`src/hw/rtl/font_source_byte_tokenizer_defines.svh`:
```
// Assertion macros shared by the tokenizer RTL.
// No dependencies; the including module must have clk_i and rst_ni.
`ifndef FONT_SOURCE_BYTE_TOKENIZER_DEFINES_SVH
`define FONT_SOURCE_BYTE_TOKENIZER_DEFINES_SVH

// Property checked at every rising clock edge outside reset.
`define FSBT_ASSERT(lbl, prop, msg) \
  lbl: assert property (@(posedge clk_i) disable iff (!rst_ni) (prop)) else $error(msg);

// Antecedent in one cycle implies the consequent in the next cycle.
`define FSBT_ASSERT_NEXT(lbl, ante, cons, msg) \
  lbl: assert property (@(posedge clk_i) disable iff (!rst_ni) (ante) |=> (cons)) \
    else $error(msg);

`endif

```
`src/hw/rtl/fsbt_pkg.sv`:
```
// Types shared by the byte tokenizer modules.
// No dependencies.
package fsbt_pkg;

  typedef enum logic [3:0] {
    KIND_EOF    = 4'd0,
    KIND_EQ     = 4'd1,
    KIND_COMMA  = 4'd2,
    KIND_SEMI   = 4'd3,
    KIND_LBRACE = 4'd4,
    KIND_RBRACE = 4'd5,
    KIND_CHAR   = 4'd6,
    KIND_INT    = 4'd7,
    KIND_SCHAR  = 4'd8,
    KIND_SEND   = 4'd9,
    KIND_JUNK   = 4'd10,
    KIND_ERR    = 4'd11
  } kind_e;

  typedef enum logic [3:0] {
    MODE_IDLE   = 4'd0,
    MODE_CMT    = 4'd1,
    MODE_COPEN  = 4'd2,
    MODE_CESC   = 4'd3,
    MODE_COCT   = 4'd4,
    MODE_CCLOSE = 4'd5,
    MODE_STR    = 4'd6,
    MODE_SESC   = 4'd7,
    MODE_SOCT   = 4'd8,
    MODE_INT    = 4'd9
  } mode_e;

  typedef struct packed {
    logic [7:0] byte_value;
    logic       end_of_input;
  } fsbt_in_t;

  typedef struct packed {
    kind_e       kind;
    logic [31:0] value;
    logic        pixel_on;
    logic [15:0] line;
    logic        last;
  } fsbt_res_t;

  // Up to two results produced by one byte, in order a then b.
  typedef struct packed {
    logic      a_vld;
    fsbt_res_t a;
    logic      b_vld;
    fsbt_res_t b;
  } fsbt_push_t;

endpackage

```
`src/hw/rtl/fsbt_chan_if.sv`:
```
// Valid/ready channel carrying one word of type data_t.
// Used with fsbt_pkg::fsbt_in_t and fsbt_pkg::fsbt_res_t.
interface fsbt_chan_if #(
  parameter type data_t = logic
) ();
  logic  valid;
  logic  ready;
  data_t data;

  modport source (output valid, output data, input ready);
  modport sink   (input valid, input data, output ready);
endinterface

```
`src/hw/rtl/fsbt_res_queue.sv`:
```
// Queue: takes up to two results a cycle; one word leaves per ready cycle.
// Depends on fsbt_pkg, fsbt_chan_if and the shared assertion macros.
`include "font_source_byte_tokenizer_defines.svh"

module fsbt_res_queue #(
  parameter int unsigned Depth = 4
) (
  input  logic                 clk_i,
  input  logic                 rst_ni,
  input  fsbt_pkg::fsbt_push_t push_i,
  output logic                 room_o,
  fsbt_chan_if.source          res_o
);
  import fsbt_pkg::*;

  localparam int unsigned PtrW = (Depth > 1) ? $clog2(Depth) : 1;
  localparam int unsigned CntW = $clog2(Depth + 1);

  function automatic logic [PtrW-1:0] ptr_inc(logic [PtrW-1:0] p);
    return (p == PtrW'(Depth - 1)) ? '0 : p + PtrW'(1);
  endfunction

  fsbt_res_t       mem_q [Depth];
  logic [PtrW-1:0] head_q, tail_q, tail_p1;
  logic [CntW-1:0] cnt_q, push_n;
  logic            pop;
  fsbt_res_t       first;

  assign tail_p1 = ptr_inc(tail_q);
  assign push_n  = CntW'(push_i.a_vld) + CntW'(push_i.b_vld);
  assign pop     = res_o.valid && res_o.ready;
  assign first   = push_i.a_vld ? push_i.a : push_i.b;

  // Room for the worst case of two results, judged on the registered count.
  assign room_o      = (cnt_q <= CntW'(Depth - 2));
  assign res_o.valid = (cnt_q != '0);
  assign res_o.data  = mem_q[head_q];

  always_ff @(posedge clk_i or negedge rst_ni) begin
    if (!rst_ni) begin
      head_q <= '0;
      tail_q <= '0;
      cnt_q  <= '0;
    end else begin
      cnt_q <= cnt_q + push_n - CntW'(pop);
      if (pop) begin
        head_q <= ptr_inc(head_q);
      end
      if (push_n == CntW'(1)) begin
        tail_q <= tail_p1;
      end else if (push_n == CntW'(2)) begin
        tail_q <= ptr_inc(tail_p1);
      end
    end
  end

  always_ff @(posedge clk_i) begin
    if (push_n != '0) begin
      mem_q[tail_q] <= first;
    end
    if (push_i.a_vld && push_i.b_vld) begin
      mem_q[tail_p1] <= push_i.b;
    end
  end

  `FSBT_ASSERT(a_cnt_bound, cnt_q <= CntW'(Depth), "result queue count beyond depth")
  `FSBT_ASSERT(a_push_room, (push_n != '0) |-> room_o, "push into queue without room")
  `FSBT_ASSERT_NEXT(a_drain, pop && push_n == '0 && cnt_q == CntW'(1), !res_o.valid, "queue not empty after last word left")

endmodule

```
`src/flat_wrapper.sv`:
```
// flat-port wrapper written by rule: the top's interface ports become plain ports
module fsbt_res_queue_flat import fsbt_pkg::*;
#(
  parameter int unsigned Depth = 4
)
  (clk_i, rst_ni, push_i, room_o, res_o_valid, res_o_data, res_o_ready);
  fsbt_chan_if res_o_i ();
  input  logic clk_i;
  input  logic rst_ni;
  input  fsbt_pkg::fsbt_push_t push_i;
  output logic room_o;
  output wire logic [$bits(res_o_i.valid)-1:0] res_o_valid;
  output wire logic [$bits(res_o_i.data)-1:0] res_o_data;
  input wire logic [$bits(res_o_i.ready)-1:0] res_o_ready;
  assign res_o_valid = res_o_i.valid;
  assign res_o_data = res_o_i.data;
  assign res_o_i.ready = res_o_ready;
  fsbt_res_queue #(.Depth(Depth)) u_core (.clk_i(clk_i), .rst_ni(rst_ni), .push_i(push_i), .room_o(room_o), .res_o(res_o_i));
endmodule
```
`config.mk`:
```
export PLATFORM = sky130hd
export DESIGN_NAME = fsbt_res_queue_flat
export DESIGN_NICKNAME = d
export VERILOG_FILES = /design/src/hw/rtl/fsbt_pkg.sv /design/src/hw/rtl/fsbt_chan_if.sv /design/src/hw/rtl/fsbt_res_queue.sv /design/src/flat_wrapper.sv
export VERILOG_INCLUDE_DIRS = /design/src /design/src/hw/rtl
export SDC_FILE = /design/constraint.sdc
export NUM_CORES = 1
export LEC_CHECK = 0
export BUFFER_PORTS_ARGS = -buffer_cell sky130_fd_sc_hd__buf_2
export CAP_MARGIN = 10
export CORE_MARGIN = 1
export CORE_UTILIZATION = 32
export DETAILED_ROUTE_END_ITERATION = 10
export GPL_TIMING_DRIVEN = 0
export PLACE_DENSITY = 0.89
export SETUP_SLACK_MARGIN = 0.02
export SYNTH_ARGS = -nofsm -noshare
export SYNTH_HDL_FRONTEND = slang
export SYNTH_SLANG_ARGS = --single-unit
```
`constraint.sdc`:
```
create_clock -name clk_i -period 5.3 [get_ports clk_i]
set_input_delay 0.265 -clock clk_i [delete_from_list [all_inputs] [get_ports clk_i]]
set_output_delay 0.265 -clock clk_i [all_outputs]
set_load 0.02 [all_outputs]
```
==> qor.csv <==
metric;value;unit
die_w;51.83;um
fmax;442.5;MHz
clockBufferDepth;2;
tightest_slew;0.3180;ns
cts_tree;done;
grt_pass1_wl;2235;um
antenna_violating_nets_post_route;0;
clk_latency;0.28;ns
skew;0.007958;ns
synth.distinct_cells;17;
p_leak;0.4524;nW
r2r-start;u_core.cnt_q[2];
synth_seq_cells;11;
hold_depth;2;
syn_to_final_growth;14.65;%
placed_area;874.6;sq um
ys.flop_type;dfrtp_1;
ys_warn_count;0;
antenna_found_initial;0;
die_area;2686;sq um
fp.coreArea;2276;sq um
synth_fp_nets;203;
root_buffer;clkbuf_4;
hp-class;input port to register;
fin_area;910.9;sq um
fin_crit;2.260;ns
switching_share;0.3996;
min_from;push_i[0];
drc;0;
syn_avg_cell_area;10.74;sq um
synth_area;794.5;sq um
drt_iter0_drc;6;
synth-edff-count;4;
clkTransAtPathRegs;0.07;ns
ios;116;
layout.cells.non_filler;116;
slew_viol_final;0;
dp_hpwl;1059;um
cp.arrival;2.46;ns
initial_core_util;0.3491;
min_period_over_period;0.4264;
drt_first_pass_iters;5;
vias;536;
grt_pass1_vias;532;
setup_viol;0;
fin_ws;3.040;ns
rows;17;
drive_gt1_frac;0.2386;
max-vdd-ir-drop;0.0002804;V
synthArstFlopShare;0.6364;
synth.yosys.seq_area_share;0.3717;
status;completed;
cp_max_fo;3;
die_h;51.83;um
rsz0062_at_grt;no;
startpoint_type;register;
synth.top_cell.area_share;0.2362;
min_to;u_core.mem_q[3][0];
overflow;0;
hold_buffers;1;
crit_start;u_core.cnt_q[2];
routed_wl;1299;um
cts_made_buffers;3;
htreeDepth;1;
holdWs;0.3336;ns
viasPerCell;4.621;
internal_power;0.2733;mW
pwr-share-seq;0.364;
rr_worst_depth;9;
timing_hold_violations_final;0;
maxCapViolCount;0;
syn-instance-count;74;
wl_per_cell;11.20;um
power_density;499.8;nW/um^2
clock_sinks;11;
dp_cells;111;
relSlewSlack;0.7864;
worst-endpoint-required;5.50;ns
r2r_end;u_core.cnt_q[2];
synth_area_leaders;ha_1 24%, dfrtp_1 22%, edfxtp_1 15%, inv_1 7.1%, mux2_2 5.7%;
worstSetupPathType;register to register;
synth_common_cells;15 x ha_1, 15 x inv_1, 9 x nand2_1;
power_frac_clock;0.129;
r2r_slack;3.04;ns
diodes;0;
portBuffers;9;
power_frac_comb;0.508;
critPathCaptureType;register;
fin_nets;218;
ctsResizeCount;0;
grtUsageTotal;0.1191;
setup_tns;0;ns
grt_max_degree;8;
yosysTopAreaCell;ha_1;
switchingPower;0.1819;mW
post-place-ws;3.033;ns
post_cts_buffers;0;
gp_congestion;0.8164;
state kept, by name, indices dropped and copies added (netlist names):
name           flops
u_core.tail_q      2
u_core.mem_q       4
u_core.head_q      2
u_core.cnt_q       3
cells by family (layout without fill, tap and decap cells):
family / count (synthesis) / count (layout) / synth area share
compound gates: 8 / 8 / 0.05354
buf+inv: 15 / 29 / 0.07086
simple gates: 14 / 14 / 0.08661
flops: 11 / 11 / 0.3717
xor+xnor: 3 / 3 / 0.03308
fa+ha+maj: 16 / 16 / 0.2614
mux: 7 / 7 / 0.1228
per-layer routing:
metal,GRT usage,part of all wire,up-vias,routed length (um)
met2,0.1923,0.50,12,655
met4,0.05856,0.022,0,29
li1,-,-,267,-
met1,0.1280,0.41,252,527
met3,0.05848,0.066,5,86
met5,0,0,-,0
cell type report:
type                    count  area, sq um
multi-input cells          48        442.9
clock buffers               4        26.28
flip-flops and latches     11        295.3
inverters                  15        56.30
well taps                  28        35.03
repair buffers             10        55.05
fillers                   211         1365
layout by cell type, fill, tap and decap left out:
| cell | instances |
|---|---|
| or3_4 | 1 |
| inv_1 | 15 |
| o21ai_0 | 6 |
| ha_1 | 15 |
| nor3_1 | 1 |
| clkbuf_1 | 1 |
| dlygate4sd3_1 | 1 |
| mux2_2 | 4 |
| clkbuf_4 | 3 |
| xnor2_1 | 3 |
| dfrtp_1 | 7 |
| buf_2 | 9 |
| mux2_4 | 2 |
| edfxtp_1 | 4 |
| mux4_2 | 1 |
| fa_1 | 1 |
| nor2_1 | 2 |
| nand2_1 | 9 |
| a21oi_1 | 1 |
| a211oi_1 | 1 |
| nand2_4 | 1 |
per-stage QoR:
step,power [mW],utilization
6_report,0.4552,0.4002
5_1_grt,0.5022,0.4002
3_3_place_gp,0.3822,0.3843
2_1_floorplan,0.3419,-
4_1_cts,0.4622,0.4002
3_5_place_dp,0.3998,0.3843
worst max-delay path, cell delays in order, from the launching register on:
cell and delay (ns):
dfrtp_1 0.41, or3_4 0.42, nand2_4 0.10, inv_1 0.06, ha_1 0.27, inv_1 0.04, ha_1 0.19, fa_1 0.38
xnor2_1 0.18, xnor2_1 0.13
power by group through the flow:
| stage | clock network (mW) | logic, mW | registers, mW |
|---|---|---|---|
| global placement | 0 | 0.218 | 0.165 |
| global route | 0.0652 | 0.265 | 0.172 |
| detailed placement | 0 | 0.233 | 0.167 |
| CTS | 0.0611 | 0.235 | 0.166 |
| floorplan | 0 | 0.183 | 0.159 |
| finish | 0.0587 | 0.231 | 0.165 |
how the worst max path moves through the flow:
| stage | end | slack (ns) | cells after the start |
|---|---|---|---|
| after CTS | u_core.cnt_q[2] | 3.02 | 9 |
| after global routing | u_core.cnt_q[2] | 2.93 | 9 |
| after global placement | u_core.cnt_q[2] | 3.11 | 9 |
| final | u_core.cnt_q[2] | 3.04 | 9 |
| after detailed placement | u_core.cnt_q[2] | 3.03 | 9 |
| after floorplan | u_core.cnt_q[2] | 3.11 | 9 |
Power figures use the tool's default switching activity.
